`config.mk`:
```
export PLATFORM = sky130hd
export DESIGN_NAME = byte_stream_reassembler_flat
export DESIGN_NICKNAME = d
export VERILOG_FILES = /design/src/hdl/bsr_pkg.sv /design/src/hdl/bsr_if.sv /design/src/hdl/bsr_ctrl.sv /design/src/hdl/bsr_datapath.sv /design/src/hdl/byte_stream_reassembler.sv /design/src/flat_wrapper.sv
export VERILOG_INCLUDE_DIRS = /design/src /design/src/hdl
export SDC_FILE = /design/constraint.sdc
export NUM_CORES = 1
export LEC_CHECK = 0
export BUFFER_PORTS_ARGS = -buffer_cell sky130_fd_sc_hd__buf_2
export CORE_UTILIZATION = 54
export CTS_BUF_LIST = sky130_fd_sc_hd__clkbuf_8
export CTS_CLUSTER_SIZE = 8
export DETAILED_ROUTE_END_ITERATION = 8
export PLACE_DENSITY_LB_ADDON = 0.3
export SYNTH_ARGS = -nofsm -noshare
export SYNTH_HDL_FRONTEND = slang
export SYNTH_SLANG_ARGS = --single-unit
export TNS_END_PERCENT = 100
```
`constraint.sdc`:
```
create_clock -name i_clk -period 4.9 [get_ports i_clk]
set_input_delay 0.735 -clock i_clk [delete_from_list [all_inputs] [get_ports i_clk]]
set_output_delay 0.735 -clock i_clk [all_outputs]
set_load 0.01 [all_outputs]
```
`src/hdl/byte_stream_reassembler_macros.svh`:
```
// Assertion macros shared by the byte stream reassembler modules.
// Depends on nothing; included by the files that carry checks.
`ifndef BYTE_STREAM_REASSEMBLER_MACROS_SVH
`define BYTE_STREAM_REASSEMBLER_MACROS_SVH

// A condition that must hold at every clock edge outside reset.
`define BSR_ASSERT_ALWAYS(label, clk, rst_n, cond) \
    label: assert property (@(posedge clk) disable iff (!rst_n) (cond)) \
        else $error("byte_stream_reassembler: invariant violated");

// A consequence that must hold in the cycle after its trigger.
`define BSR_ASSERT_NEXT(label, clk, rst_n, ante, cons) \
    label: assert property (@(posedge clk) disable iff (!rst_n) (ante) |=> (cons)) \
        else $error("byte_stream_reassembler: sequence violated");

`endif

```
`src/hdl/bsr_pkg.sv`:
```
// Shared types and constants of the byte stream reassembler.
// Depends on nothing; used by the interfaces and all modules.
package bsr_pkg;

    // Field widths of the request and result channels.
    localparam int IDX_W  = 64;
    localparam int BYTE_W = 8;
    localparam int ROOM_W = 7;
    localparam int CNT_W  = 7;

    // Default ring depth.
    localparam int CAPACITY_DEF = 64;

    // Controller states.
    typedef enum logic [1:0] {
        ST_IDLE,
        ST_STORE,
        ST_DRAIN
    } t_bsr_state;

    // Commands from the controller to the datapath.
    typedef struct packed {
        logic accept;
        logic store;
        logic emit;
    } t_bsr_cmd;

    // Status from the datapath to the controller.
    typedef struct packed {
        logic out_free;
        logic release_ok;
        logic more;
    } t_bsr_sts;

endpackage

```
`src/hdl/bsr_if.sv`:
```
// Request and result channel interfaces of the byte stream reassembler.
// Depends on bsr_pkg for the field widths.
interface bsr_in_if;
    import bsr_pkg::*;

    logic              valid;
    logic              ready;
    logic [IDX_W-1:0]  stream_index;
    logic [BYTE_W-1:0] data_byte;
    logic              no_byte;
    logic              final_mark;
    logic [ROOM_W-1:0] room;

    modport source (
        output valid, stream_index, data_byte, no_byte, final_mark, room,
        input  ready
    );
    modport sink (
        input  valid, stream_index, data_byte, no_byte, final_mark, room,
        output ready
    );
endinterface

interface bsr_out_if;
    import bsr_pkg::*;

    logic              valid;
    logic              ready;
    logic              has_byte;
    logic [BYTE_W-1:0] out_byte;
    logic              last_result;
    logic              stream_closed;
    logic [CNT_W-1:0]  pending_bytes;

    modport source (
        output valid, has_byte, out_byte, last_result, stream_closed, pending_bytes,
        input  ready
    );
    modport sink (
        input  valid, has_byte, out_byte, last_result, stream_closed, pending_bytes,
        output ready
    );
endinterface

```
`src/hdl/bsr_ctrl.sv`:
```
// Controller state machine of the byte stream reassembler.
// Depends on bsr_pkg; drives the datapath through t_bsr_cmd.
module bsr_ctrl (
    input  logic              i_clk,
    input  logic              i_rst_n,
    input  logic              i_in_valid,
    input  bsr_pkg::t_bsr_sts i_sts,
    output bsr_pkg::t_bsr_cmd o_cmd,
    output logic              o_in_ready
);
    import bsr_pkg::*;

    t_bsr_state r_state;
    t_bsr_state n_state;

    // State register.
    always_ff @(posedge i_clk) begin
        if (!i_rst_n) begin
            r_state <= ST_IDLE;
        end else begin
            r_state <= n_state;
        end
    end

    // Next state: take a request, store its byte, then release results.
    always_comb begin
        n_state = r_state;
        unique case (r_state)
            ST_IDLE: begin
                if (i_in_valid) begin
                    n_state = ST_STORE;
                end
            end
            ST_STORE: begin
                n_state = ST_DRAIN;
            end
            ST_DRAIN: begin
                if (i_sts.out_free && !(i_sts.release_ok && i_sts.more)) begin
                    n_state = ST_IDLE;
                end
            end
            default: begin
                n_state = ST_IDLE;
            end
        endcase
    end

    // Outputs decoded from the state.
    always_comb begin
        o_cmd      = '0;
        o_in_ready = 1'b0;
        unique case (r_state)
            ST_IDLE: begin
                o_in_ready = 1'b1;
                o_cmd.accept = i_in_valid;
            end
            ST_STORE: begin
                o_cmd.store = 1'b1;
            end
            ST_DRAIN: begin
                o_cmd.emit = i_sts.out_free;
            end
            default: begin
                o_cmd = '0;
            end
        endcase
    end

endmodule

```
`src/hdl/bsr_datapath.sv`:
```
// Datapath of the byte stream reassembler: window check, byte ring,
// slot valid marks, stream counters and the result register.
// Depends on bsr_pkg and byte_stream_reassembler_macros.svh.
`include "byte_stream_reassembler_macros.svh"

module bsr_datapath #(
    parameter int CAPACITY = bsr_pkg::CAPACITY_DEF
) (
    input  logic                       i_clk,
    input  logic                       i_rst_n,
    input  bsr_pkg::t_bsr_cmd          i_cmd,
    output bsr_pkg::t_bsr_sts          o_sts,
    input  logic [bsr_pkg::IDX_W-1:0]  i_stream_index,
    input  logic [bsr_pkg::BYTE_W-1:0] i_data_byte,
    input  logic                       i_no_byte,
    input  logic                       i_final_mark,
    input  logic [bsr_pkg::ROOM_W-1:0] i_room,
    input  logic                       i_out_ready,
    output logic                       o_out_valid,
    output logic                       o_has_byte,
    output logic [bsr_pkg::BYTE_W-1:0] o_out_byte,
    output logic                       o_last_result,
    output logic                       o_stream_closed,
    output logic [bsr_pkg::CNT_W-1:0]  o_pending_bytes
);
    import bsr_pkg::*;

    localparam int SLOT_W = (CAPACITY > 1) ? $clog2(CAPACITY) : 1;
    localparam int SUM_W  = ROOM_W + 1;

    localparam logic [ROOM_W-1:0] CAP_ROOM = ROOM_W'(CAPACITY);
    localparam logic [SUM_W-1:0]  CAP_SUM  = SUM_W'(CAPACITY);
    localparam logic [SLOT_W-1:0] LAST_SLOT = SLOT_W'(CAPACITY - 1);

    // Stream state.
    logic [IDX_W-1:0]    r_ne;
    logic [SLOT_W-1:0]   r_ne_slot;
    logic [IDX_W-1:0]    r_final_end;
    logic                r_final_seen;
    logic [CNT_W-1:0]    r_held;
    logic                r_closed;
    logic [CAPACITY-1:0] r_valid;

    // Byte ring and its registered read port.
    logic [BYTE_W-1:0]   r_ring [CAPACITY];
    logic [BYTE_W-1:0]   r_rd_data;

    // Request being worked on.
    logic                r_win;
    logic [ROOM_W-1:0]   r_off;
    logic [BYTE_W-1:0]   r_data;
    logic [ROOM_W-1:0]   r_room_left;

    // Result register.
    logic                r_out_valid;
    logic                r_out_has;
    logic [BYTE_W-1:0]   r_out_byte;
    logic                r_out_last;
    logic                r_out_closed;
    logic [CNT_W-1:0]    r_out_pend;

    logic [ROOM_W-1:0]   room_sat;
    logic [IDX_W:0]      diff;
    logic                in_win;
    logic [SUM_W-1:0]    slot_sum;
    logic [SUM_W-1:0]    slot_wrap;
    logic [SLOT_W-1:0]   wr_slot;
    logic                wr_en;
    logic [SLOT_W-1:0]   slot_inc;
    logic [SLOT_W-1:0]   n_ne_slot;
    logic [IDX_W-1:0]    ne_plus;
    logic                release_ok;
    logic                more;
    logic                close_now;
    logic                close_after;

    // Window check of an incoming byte against the expected position.
    always_comb begin
        room_sat = (i_room > CAP_ROOM) ? CAP_ROOM : i_room;
        diff     = {1'b0, i_stream_index} - {1'b0, r_ne};
        in_win   = !i_no_byte && !diff[IDX_W] && (diff[IDX_W-1:ROOM_W] == '0)
                   && (diff[ROOM_W-1:0] < room_sat);
    end

    // Ring slot of the byte: expected slot plus offset, wrapped once.
    always_comb begin
        slot_sum  = SUM_W'(r_ne_slot) + SUM_W'(r_off);
        slot_wrap = (slot_sum >= CAP_SUM) ? (slot_sum - CAP_SUM) : slot_sum;
        wr_slot   = slot_wrap[SLOT_W-1:0];
        wr_en     = i_cmd.store && r_win && !r_valid[wr_slot];
    end

    // Release decisions for the slot at the expected position.
    always_comb begin
        slot_inc    = (r_ne_slot == LAST_SLOT) ? '0 : r_ne_slot + 1'b1;
        ne_plus     = r_ne + 1'b1;
        release_ok  = (r_room_left != '0) && r_valid[r_ne_slot];
        more        = (r_room_left > ROOM_W'(1)) && r_valid[slot_inc];
        close_now   = r_closed || (r_final_seen && (r_ne == r_final_end));
        close_after = r_final_seen && (ne_plus == r_final_end);
        n_ne_slot   = (i_cmd.emit && release_ok) ? slot_inc : r_ne_slot;
    end

    always_comb begin
        o_sts.out_free   = !r_out_valid || i_out_ready;
        o_sts.release_ok = release_ok;
        o_sts.more       = more;
    end

    // Byte ring: one write port, one registered read port at the next
    // expected slot, with the same-cycle write passed through.
    always_ff @(posedge i_clk) begin
        if (wr_en) begin
            r_ring[wr_slot] <= r_data;
        end
        r_rd_data <= (wr_en && (wr_slot == n_ne_slot)) ? r_data : r_ring[n_ne_slot];
    end

    // Request capture; a closed stream keeps no byte and grants no room.
    always_ff @(posedge i_clk) begin
        if (i_cmd.accept) begin
            r_win       <= in_win && !r_closed;
            r_off       <= diff[ROOM_W-1:0];
            r_data      <= i_data_byte;
            r_room_left <= r_closed ? '0 : room_sat;
        end else if (i_cmd.emit && release_ok) begin
            r_room_left <= r_room_left - 1'b1;
        end
    end

    // Stream state: final mark, stored bytes, released bytes, closing.
    always_ff @(posedge i_clk) begin
        if (!i_rst_n) begin
            r_ne         <= '0;
            r_ne_slot    <= '0;
            r_final_end  <= '0;
            r_final_seen <= 1'b0;
            r_held       <= '0;
            r_closed     <= 1'b0;
            r_valid      <= '0;
        end else begin
            if (i_cmd.accept && !r_closed && i_final_mark) begin
                r_final_end  <= i_no_byte ? i_stream_index : i_stream_index + 1'b1;
                r_final_seen <= 1'b1;
            end
            if (wr_en) begin
                r_valid[wr_slot] <= 1'b1;
                r_held           <= r_held + 1'b1;
            end
            if (i_cmd.emit) begin
                if (release_ok) begin
                    r_valid[r_ne_slot] <= 1'b0;
                    r_held             <= r_held - 1'b1;
                    r_ne               <= ne_plus;
                    r_ne_slot          <= slot_inc;
                    if (!more && close_after) begin
                        r_closed <= 1'b1;
                    end
                end else begin
                    r_closed <= close_now;
                end
            end
        end
    end

    // Result register valid flag.
    always_ff @(posedge i_clk) begin
        if (!i_rst_n) begin
            r_out_valid <= 1'b0;
        end else if (i_cmd.emit) begin
            r_out_valid <= 1'b1;
        end else if (i_out_ready) begin
            r_out_valid <= 1'b0;
        end
    end

    // Result payload: a released byte, or one status result.
    always_ff @(posedge i_clk) begin
        if (i_cmd.emit) begin
            if (release_ok) begin
                r_out_has    <= 1'b1;
                r_out_byte   <= r_rd_data;
                r_out_last   <= !more;
                r_out_closed <= !more && close_after;
                r_out_pend   <= r_held - 1'b1;
            end else begin
                r_out_has    <= 1'b0;
                r_out_byte   <= '0;
                r_out_last   <= 1'b1;
                r_out_closed <= close_now;
                r_out_pend   <= r_held;
            end
        end
    end

    assign o_out_valid     = r_out_valid;
    assign o_has_byte      = r_out_has;
    assign o_out_byte      = r_out_byte;
    assign o_last_result   = r_out_last;
    assign o_stream_closed = r_out_closed;
    assign o_pending_bytes = r_out_pend;

    // Checks on the ring bookkeeping.
    `BSR_ASSERT_ALWAYS(a_held_matches_valid, i_clk, i_rst_n, $countones(r_valid) == r_held)
    `BSR_ASSERT_ALWAYS(a_held_in_range, i_clk, i_rst_n, r_held <= CAPACITY)
    `BSR_ASSERT_NEXT(a_closed_sticks, i_clk, i_rst_n, r_closed, r_closed)
    `BSR_ASSERT_NEXT(a_release_drops_held, i_clk, i_rst_n, i_cmd.emit && release_ok, r_held == $past(r_held) - 7'd1)

endmodule

```
`src/hdl/byte_stream_reassembler.sv`:
```
// Byte stream reassembler. Each request carries one byte (or only a final
// mark) at an absolute stream position, with the room the downstream writer
// has now. Bytes inside the window from the next expected position up to that
// room are kept in a ring of CAPACITY bytes, first copy wins; then, while the
// room lasts, each contiguous byte from the expected position is released in
// order, one result each, or a single status result when none is released. A
// request is taken in the idle state, its byte is stored in the store state,
// and the drain state then gives one result per released byte (or the status
// result), holding while the result register is full. This pace is set by the
// single read port of the byte ring feeding the result register. The next
// request is taken once the last result of the current one sits in the result
// register.
module byte_stream_reassembler #(
    parameter int CAPACITY = bsr_pkg::CAPACITY_DEF
) (
    input  logic       i_clk,
    input  logic       i_rst_n,
    bsr_in_if.sink     i_in,
    bsr_out_if.source  o_out
);
    import bsr_pkg::*;

    t_bsr_cmd cmd;
    t_bsr_sts sts;
    logic     in_ready;

    // Controller.
    bsr_ctrl u_ctrl (
        .i_clk      (i_clk),
        .i_rst_n    (i_rst_n),
        .i_in_valid (i_in.valid),
        .i_sts      (sts),
        .o_cmd      (cmd),
        .o_in_ready (in_ready)
    );

    assign i_in.ready = in_ready;

    // Datapath.
    bsr_datapath #(
        .CAPACITY (CAPACITY)
    ) u_datapath (
        .i_clk           (i_clk),
        .i_rst_n         (i_rst_n),
        .i_cmd           (cmd),
        .o_sts           (sts),
        .i_stream_index  (i_in.stream_index),
        .i_data_byte     (i_in.data_byte),
        .i_no_byte       (i_in.no_byte),
        .i_final_mark    (i_in.final_mark),
        .i_room          (i_in.room),
        .i_out_ready     (o_out.ready),
        .o_out_valid     (o_out.valid),
        .o_has_byte      (o_out.has_byte),
        .o_out_byte      (o_out.out_byte),
        .o_last_result   (o_out.last_result),
        .o_stream_closed (o_out.stream_closed),
        .o_pending_bytes (o_out.pending_bytes)
    );

endmodule

```
`src/flat_wrapper.sv`:
```
// flat-port wrapper written by rule: the top's interface ports become plain ports
module byte_stream_reassembler_flat import bsr_pkg::*;
#(
    parameter int CAPACITY = bsr_pkg::CAPACITY_DEF
)
  (i_clk, i_rst_n, i_in_valid, i_in_stream_index, i_in_data_byte, i_in_no_byte, i_in_final_mark, i_in_room, i_in_ready, o_out_valid, o_out_has_byte, o_out_out_byte, o_out_last_result, o_out_stream_closed, o_out_pending_bytes, o_out_ready);
  bsr_in_if i_in_i ();
  bsr_out_if o_out_i ();
  input  logic i_clk;
  input  logic i_rst_n;
  input wire logic [$bits(i_in_i.valid)-1:0] i_in_valid;
  input wire logic [$bits(i_in_i.stream_index)-1:0] i_in_stream_index;
  input wire logic [$bits(i_in_i.data_byte)-1:0] i_in_data_byte;
  input wire logic [$bits(i_in_i.no_byte)-1:0] i_in_no_byte;
  input wire logic [$bits(i_in_i.final_mark)-1:0] i_in_final_mark;
  input wire logic [$bits(i_in_i.room)-1:0] i_in_room;
  output wire logic [$bits(i_in_i.ready)-1:0] i_in_ready;
  output wire logic [$bits(o_out_i.valid)-1:0] o_out_valid;
  output wire logic [$bits(o_out_i.has_byte)-1:0] o_out_has_byte;
  output wire logic [$bits(o_out_i.out_byte)-1:0] o_out_out_byte;
  output wire logic [$bits(o_out_i.last_result)-1:0] o_out_last_result;
  output wire logic [$bits(o_out_i.stream_closed)-1:0] o_out_stream_closed;
  output wire logic [$bits(o_out_i.pending_bytes)-1:0] o_out_pending_bytes;
  input wire logic [$bits(o_out_i.ready)-1:0] o_out_ready;
  assign i_in_i.valid = i_in_valid;
  assign i_in_i.stream_index = i_in_stream_index;
  assign i_in_i.data_byte = i_in_data_byte;
  assign i_in_i.no_byte = i_in_no_byte;
  assign i_in_i.final_mark = i_in_final_mark;
  assign i_in_i.room = i_in_room;
  assign i_in_ready = i_in_i.ready;
  assign o_out_valid = o_out_i.valid;
  assign o_out_has_byte = o_out_i.has_byte;
  assign o_out_out_byte = o_out_i.out_byte;
  assign o_out_last_result = o_out_i.last_result;
  assign o_out_stream_closed = o_out_i.stream_closed;
  assign o_out_pending_bytes = o_out_i.pending_bytes;
  assign o_out_i.ready = o_out_ready;
  byte_stream_reassembler #(.CAPACITY(CAPACITY)) u_core (.i_clk(i_clk), .i_rst_n(i_rst_n), .i_in(i_in_i), .o_out(o_out_i));
endmodule
```
==> key figures, run 1 <==
Setup path
  – Crit Path Category: flip-flop to flip-flop
  – Most numerous cell on the critical path: buf_4
  – CP Cell Sequence: ha_1, fa_1, xor2_2, buf_4, mux2i_1, mux4_2, a31oi_1, a21o_1, a221o_1, a221oi_4, and2_2, nand2_2, nor2_1, buf_4
  – Maximum single-stage delay on the critical path: 530 ps
  – Worst r2r src: u_core.u_datapath.r_off[0]$_DFFE_PP_
  – Worst setup EP type: flip-flop
  – Crit Path Max Fanout: 23
  – Top Family by Delay on Critical Path: compound AO/OA/AOI/OAI gates
  – CP Launch Type: flip-flop
  – Worst path bufs/invs: 2
  – Slowest CP cell: a221oi_4
  – Worst EP arrival: 5120 ps
  – Crit. Startpoint: u_core.u_datapath.r_off[0]$_DFFE_PP_
  – Worst EP required: 5330 ps

Global route
  – First-pass GRT wire length: 179600 um
  – Pin count of the biggest net entering global routing: 107
  – Grt ovf: 0
  – Initial antenna violation count: 3
  – All-Layer GR Usage: 32.62%
  – Number of global-route vias before repair: 28500

CTS
  – CTS Sinks: 768
  – H-tree levels: 3
  – Setup bufs post-CTS: 0
  – CTS max path bufs: 3
  – Later-pin clock latency in the skew report: 760 ps
  – CTS tree: built
  – Clk pin slew, worst setup/hold paths: 70 ps
  – Root Buffer: clkbuf_8
  – # hold bufs at CTS: 0
  – CTS buffer count: 116
  – PostCTS Resize Cnt: 0

Logic synthesis
  – Area leader, netlist: edfxtp_1
  – Seq/Total Area, Yosys: 52.82%
  – Syn Nets: 3373
  – FFs w/ async S/R, synth: 0%
  – Post-synth EDFFs: 552
  – Synthesized area: 0.03957 mm2
  – Top cell type's share of synthesized area: 41.89%
  – Syn Area/Cell: 12.35 um2
  – Syn Inst Count: 3203
  – Primary FF master, synth: edfxtp_1
  – Syn. warnings: 0
  – Distinct cells, synth: 101
  – #FFs+latches synth: 768
  – Area contributors post-synth: edfxtp_1 (42%), mux4_2 (11%), dfxtp_1 (11%)

Drt
  – Total wire length: 121200 um
  – TritonRoute pass-1 iters: 6
  – Routed wire length per instance: 27.14 um
  – Vias after detailed routing: 28670
  – Antenna viol nets, final: 0
  – Met3 wire len: 7806 um
  – Met2 WL: 61080 um
  – Top sig layer: met5
  – DR vias/cell: 6.419
  – 1st-iter DRT viols: 3212
  – Met1 wire length: 46520 um
  – Post-route DRC: 0

Floorplan
  – Die X: 272.7 um
  – Die area: 0.07436 mm2
  – Die H: 272.7 um
  – Std cell rows: 98
  – Starting Density: 54.97%
  – Area of the core: 0.07198 mm2
  – IO Count: 105

Placed design
  – DP HPWL: 89260 um
  – Placer's final routability congestion estimate: 1.005
  – Placed insts: 4258
  – Setup WS pre-CTS: -216.3 ps
  – Port bufs: 104
  – Area post-placement: 0.04196 mm2

Timing
  – Min Hold Slack: 176.8 ps
  – Crit share post-route: 95.72%
  – Worst slew margin: 28.18%
  – Final setup fails: 0
  – RSZ-0062 raised after global routing: no
  – Crit path time final: 4690 ps
  – Max Fclk: 0.2132 GHz
  – Final WS setup: 209.8 ps
  – Clock Skew: 63.82 ps
  – Actual slew at the worst max-slew pin: 1076 ps
  – Final hold violations: 0
  – Max Slew Vio Count: 0

Layout
  – Area growth syn-to-layout: 11.32%
  – Layout cell share with drive strength beyond 1: 20.05%
  – Fin cells: 4467
  – Most common cell after layout, fill and taps aside: edfxtp_1
  – Cell area after layout: 0.04405 mm2
  – Fill count: 5551
  – Fin nets: 3596
  – Most frequent cells in the layout: edfxtp_1 (552), nand2_1 (264), dfxtp_1 (212), mux4_2 (198), nor2_1 (195)

Min path
  – Worst hold path class: input pin to flip-flop
  – Hold path startpoint: i_in_data_byte[4]

Run status
  – Status: finished, final reports clean

Job
  – Max_cap viols: 0

Power
  – Static leakage: 0.01527 uW
  – Power per standard cell area: 293.7 mW/mm2
  – Worst vdd ir: 0.2653 mV
-- layout make-up --
| cell class | count | area (um2) | area share [%] |
|---|---|---|---|
| inverters | 105 | 394.1 | 0.8948 |
| diodes | 1 | 2.502 | 0.005681 |
| clock inverters | 86 | 407.9 | 0.9260 |
| clock buffers | 122 | 1679 | 3.812 |
| well taps | 950 | 1189 | 2.699 |
| flip-flops and latches | 768 | 20910 | 47.47 |
| repair buffers | 286 | 1931 | 4.383 |
| multi-input cells | 2149 | 17530 | 39.81 |
-- logic make-up (layout without fill, tap and decap cells) --
kind of cell             Yosys count  count (layout)  synth area share [%]
buffers and inverters            286             599                 2.906
flip-flops                       768             768                 52.82
AND/OR/NAND/NOR                  977             977                 12.46
XOR/XNOR                         274             274                 6.103
adder cells (fa/ha/maj)           85              85                 2.726
other                              0               1                     0
AO/OA/AOI/OAI                    566             566                 10.45
multiplexers                     247             247                 12.54
-- through the flow --
stage	TNS (ps)	total power, uW	util, %
6_report	0	12940	61.20
5_1_grt	0	13340	61.20
4_1_cts	0	12990	61.19
3_5_place_dp	-216.3	8273	58.29
3_3_place_gp	-118.6	8250	58.29
2_1_floorplan	0	7842	-
-- path summary, 6_finish.rpt --
check	end	slack, ps	cells past startpoint
setup / recovery	u_core.u_datapath.r_ring[46][1]$_DFFE_PP_	210	14
hold / removal	u_core.u_datapath.r_data[4]$_DFFE_PP_	180	1
setup reg to reg	u_core.u_datapath.r_ring[46][1]$_DFFE_PP_	210	14
hold reg to reg	u_core.u_datapath.r_final_end[42]$_SDFFE_PN0P_	520	1
-- synth_stat cells (all sizes together) (40+ instances only) --
master,n
edfxtp,552
nand2,268
dfxtp,216
mux4,198
nor2,197
xnor2,164
a21oi,136
clkbuf,121
o21ai,119
nand3,113
xor2,110
inv,105
ha,83
and2,71
nand4,70
o221a,66
buf,60
nor3,58
o211a,54
mux2i,40
-- state kept, by name, indices dropped and copies added, names as in the netlist, named ones only --
name                               flops
u_core.u_ctrl.r_state                  2
u_core.u_datapath.o_has_byte           1
u_core.u_datapath.o_last_result        1
u_core.u_datapath.o_out_byte           8
u_core.u_datapath.o_out_valid          1
u_core.u_datapath.o_pending_bytes      7
u_core.u_datapath.o_stream_closed      1
u_core.u_datapath.r_closed             1
u_core.u_datapath.r_data               8
u_core.u_datapath.r_final_end         64
u_core.u_datapath.r_final_seen         1
u_core.u_datapath.r_held               7
u_core.u_datapath.r_ne                64
u_core.u_datapath.r_ne_slot            6
u_core.u_datapath.r_off                6
u_core.u_datapath.r_ring             512
u_core.u_datapath.r_room_left          7
u_core.u_datapath.r_valid             64
u_core.u_datapath.r_win                1
-- metal layers --
layer / vias to the layer above / global-route usage [%]
li1: 12710 / -
met1: 14270 / 40.62
met2: 1390 / 56.49
met3: 300 / 4.341
met4: 2 / 14.99
met5: - / 0
-- where the power goes --
group / switching [uW] / internal (uW) / total [uW]
Sequential: 55.0 / 7030 / 7090
Clock: 2430 / 2350 / 4780
Combinational: 698 / 367 / 1060
(Power assumes the default switching activity.)
==> inputs of run 2 (changes only) <==
CORE_MARGIN = 10   (was unset)
==> key figures, run 2 (same netlist as run 1, synthesis figures left out) <==
CTS
  – CTS buffer count: 115 (was 116)
  – Later-pin clock latency in the skew report: 730 ps (was 760 ps)
  – CTS max path bufs: 3 (unchanged)
  – # hold bufs at CTS: 0 (unchanged)
  – CTS tree: built (unchanged)
  – Clk pin slew, worst setup/hold paths: 60 ps (was 70 ps)
  – H-tree levels: 3 (unchanged)
  – CTS Sinks: 768 (unchanged)
  – Root Buffer: clkbuf_8 (unchanged)
  – Setup bufs post-CTS: 0 (unchanged)
  – PostCTS Resize Cnt: 0 (unchanged)

Setup path
  – Crit Path Max Fanout: 3 (was 23)
  – Worst EP required: 5420 ps (was 5330 ps)
  – Maximum single-stage delay on the critical path: 390 ps (was 530 ps)
  – R2R setup slack: 230 ps (was 210 ps)
  – Worst EP arrival: 5190 ps (was 5120 ps)
  – Top Family by Delay on Critical Path: simple AND/OR/NAND/NOR gates (was compound AO/OA/AOI/OAI gates)
  – Slowest CP cell: fa_1 (was a221oi_4)
  – Crit Path Category: flip-flop to flip-flop (unchanged)
  – RR Endpoint: u_core.u_datapath.r_win$_DFFE_PP_ (was u_core.u_datapath.r_ring[46][1]$_DFFE_PP_)
  – Crit. Startpoint: u_core.u_datapath.r_ne[0]$_SDFFE_PN0P_ (was u_core.u_datapath.r_off[0]$_DFFE_PP_)
  – Worst path bufs/invs: 1 (was 2)
  – CP Cell Sequence: ha_1, inv_1, fa_1, a21o_1, a221oi_4, xnor2_1, ha_1, nor3_1, o221ai_1, or3_1, nor4_1, o311ai_0, nor4b_1, and4_2, nand4_1, nor4_2, nand4_1, nor4_1 (was ha_1, fa_1, xor2_2, buf_4, mux2i_1, mux4_2, a31oi_1, a21o_1, a221o_1, a221oi_4, and2_2, nand2_2, nor2_1, buf_4)
  – Crit path depth: 18 (was 14)
  – Worst r2r src: u_core.u_datapath.r_ne[0]$_SDFFE_PN0P_ (was u_core.u_datapath.r_off[0]$_DFFE_PP_)
  – Crit path to: u_core.u_datapath.r_win$_DFFE_PP_ (was u_core.u_datapath.r_ring[46][1]$_DFFE_PP_)
  – Worst setup EP type: flip-flop (unchanged)
  – CP Launch Type: flip-flop (unchanged)
  – Reg2Reg Depth: 18 (was 14)

Placed design
  – Placer's final routability congestion estimate: 1.065 (was 1.005)
  – Area post-placement: 0.04185 mm2 (was 0.04196 mm2)
  – DP HPWL: 89240 um (was 89260 um)
  – Port bufs: 104 (unchanged)

Global route
  – Initial antenna violation count: 5 (was 3)
  – Pin count of the biggest net entering global routing: 156 (was 107)
  – First-pass GRT wire length: 181200 um (was 179600 um)
  – Number of global-route vias before repair: 28580 (was 28500)
  – All-Layer GR Usage: 27.86% (was 32.62%)
  – Grt ovf: 0 (unchanged)

Layout
  – Area growth syn-to-layout: 11.11% (was 11.32%)
  – Cell area after layout: 0.04397 mm2 (was 0.04405 mm2)
  – Most frequent cells in the layout: edfxtp_1 (552), nand2_1 (264), dfxtp_1 (212), mux4_2 (198), nor2_1 (195) (unchanged)
  – Reg with most FFs: u_core.u_datapath.r_ring (unchanged)
  – Layout cell share with drive strength beyond 1: 19.79% (was 20.05%)
  – Fin nets: 3576 (was 3596)
  – Fill count: 5702 (was 5551)
  – Max reg flops: 512 (unchanged)
  – Most common cell after layout, fill and taps aside: edfxtp_1 (unchanged)

Drt
  – Vias after detailed routing: 28580 (was 28670)
  – TritonRoute pass-1 iters: 5 (was 6)
  – Antenna viol nets, final: 0 (unchanged)
  – 1st-iter DRT viols: 2923 (was 3212)
  – Post-route DRC: 0 (unchanged)
  – Routed wire length per instance: 27.15 um (was 27.14 um)
  – DR vias/cell: 6.421 (was 6.419)
  – Total wire length: 120900 um (was 121200 um)

Timing
  – Final hold violations: 0 (unchanged)
  – Crit share post-route: 95.26% (was 95.72%)
  – Max Slew Vio Count: 0 (unchanged)
  – Final setup fails: 0 (unchanged)
  – Max Fclk: 0.2142 GHz (was 0.2132 GHz)
  – Worst slew margin: 21.41% (was 28.18%)
  – Actual slew at the worst max-slew pin: 1178 ps (was 1076 ps)
  – RSZ-0062 raised after global routing: no (unchanged)
  – Clock Skew: 33.47 ps (was 63.82 ps)
  – Crit path time final: 4668 ps (was 4690 ps)
  – Min Hold Slack: 183.8 ps (was 176.8 ps)

Floorplan
  – Starting Density: 54.33% (was 54.97%)
  – Die H: 290.7 um (was 272.7 um)
  – Area of the core: 0.07283 mm2 (was 0.07198 mm2)
  – Std cell rows: 99 (was 98)
  – IO Count: 105 (unchanged)
  – Die X: 290.7 um (was 272.7 um)
  – Die area: 0.08450 mm2 (was 0.07436 mm2)

Power
  – Worst vdd ir: 0.2534 mV (was 0.2653 mV)
  – Static leakage: 0.01519 uW (was 0.01527 uW)
  – Power per standard cell area: 295.4 mW/mm2 (was 293.7 mW/mm2)

Job
  – Max_cap viols: 0 (unchanged)

Run status
  – Status: finished, final reports clean (unchanged)

Min path
  – Worst hold path class: input pin to flip-flop (unchanged)
run 2: cell type report:
cell class / instances / area [um2] / area share, %
diodes: 1 / 2.502 / 0.005692
clock buffers: 122 / 1679 / 3.819
clock inverters: 80 / 426.7 / 0.9704
inverters: 105 / 394.1 / 0.8964
multi-input cells: 2149 / 17540 / 39.90
flip-flops and latches: 768 / 20910 / 47.56
well taps: 959 / 1200 / 2.729
repair buffers: 267 / 1813 / 4.124
run 2: worst reg2reg max path, cell delays in order (launching register included):
cell	delay, ps
dfxtp_1	350
ha_1	170
inv_1	50
fa_1	390
a21o_1	250
a221oi_4	270
xnor2_1	110
ha_1	200
nor3_1	220
o221ai_1	170
or3_1	380
nor4_1	230
o311ai_0	170
nor4b_1	250
and4_2	350
nand4_1	180
nor4_2	300
nand4_1	120
nor4_1	280
run 2: stage by stage:
step / cells / worst slack, ps / utilization [%] / power, uW / setup TNS [ps]
3_3_place_gp: 4248 / -144.5 / 57.46 / 8230 / -144.5
3_5_place_dp: 4248 / -334.5 / 57.46 / 8254 / -334.5
4_1_cts: 4450 / 143.2 / 60.35 / 13040 / 0
5_1_grt: 4451 / 33.22 / 60.36 / 13420 / 0
2_1_floorplan: 3203 / 576.9 / - / 7842 / 0
6_report: 4451 / 232.0 / 60.36 / 12990 / 0
run 2: worst min-delay path by stage:
stage / from / endpoint / slack [ps] / depth (start not counted)
3_5_place_dp: u_core.u_datapath.r_final_end[39]$_SDFFE_PN0P_ / u_core.u_datapath.r_final_end[39]$_SDFFE_PN0P_ / 510 / 1
4_1_cts: i_in_data_byte[5] / u_core.u_datapath.r_data[5]$_DFFE_PP_ / 120 / 1
5_1_grt: i_in_data_byte[5] / u_core.u_datapath.r_data[5]$_DFFE_PP_ / 140 / 1
2_1_floorplan: u_core.u_datapath.r_final_seen$_SDFFE_PN0P_ / u_core.u_datapath.r_final_seen$_SDFFE_PN0P_ / 460 / 1
6_report: i_in_data_byte[5] / u_core.u_datapath.r_data[5]$_DFFE_PP_ / 180 / 1
3_3_place_gp: u_core.u_datapath.r_final_end[16]$_SDFFE_PN0P_ / u_core.u_datapath.r_final_end[16]$_SDFFE_PN0P_ / 500 / 1
run 2: power breakdown:
| part | internal, uW | switching [uW] | leakage, uW |
|---|---|---|---|
| sequential | 7030 | 56.2 | 0.00674 |
| clock | 2440 | 2400 | 0.00131 |
| combinational | 361 | 690 | 0.00715 |
run 2: metal layers:
metal	up-vias	part of all wire (%)	GRT usage, %	wire length [um]
met5	-	0.035	0	42
met4	6	5.5	14.41	6628
met3	294	6.9	3.724	8291
met2	1410	49	46.67	59360
met1	14230	39	34.99	46530
li1	12640	-	-	-
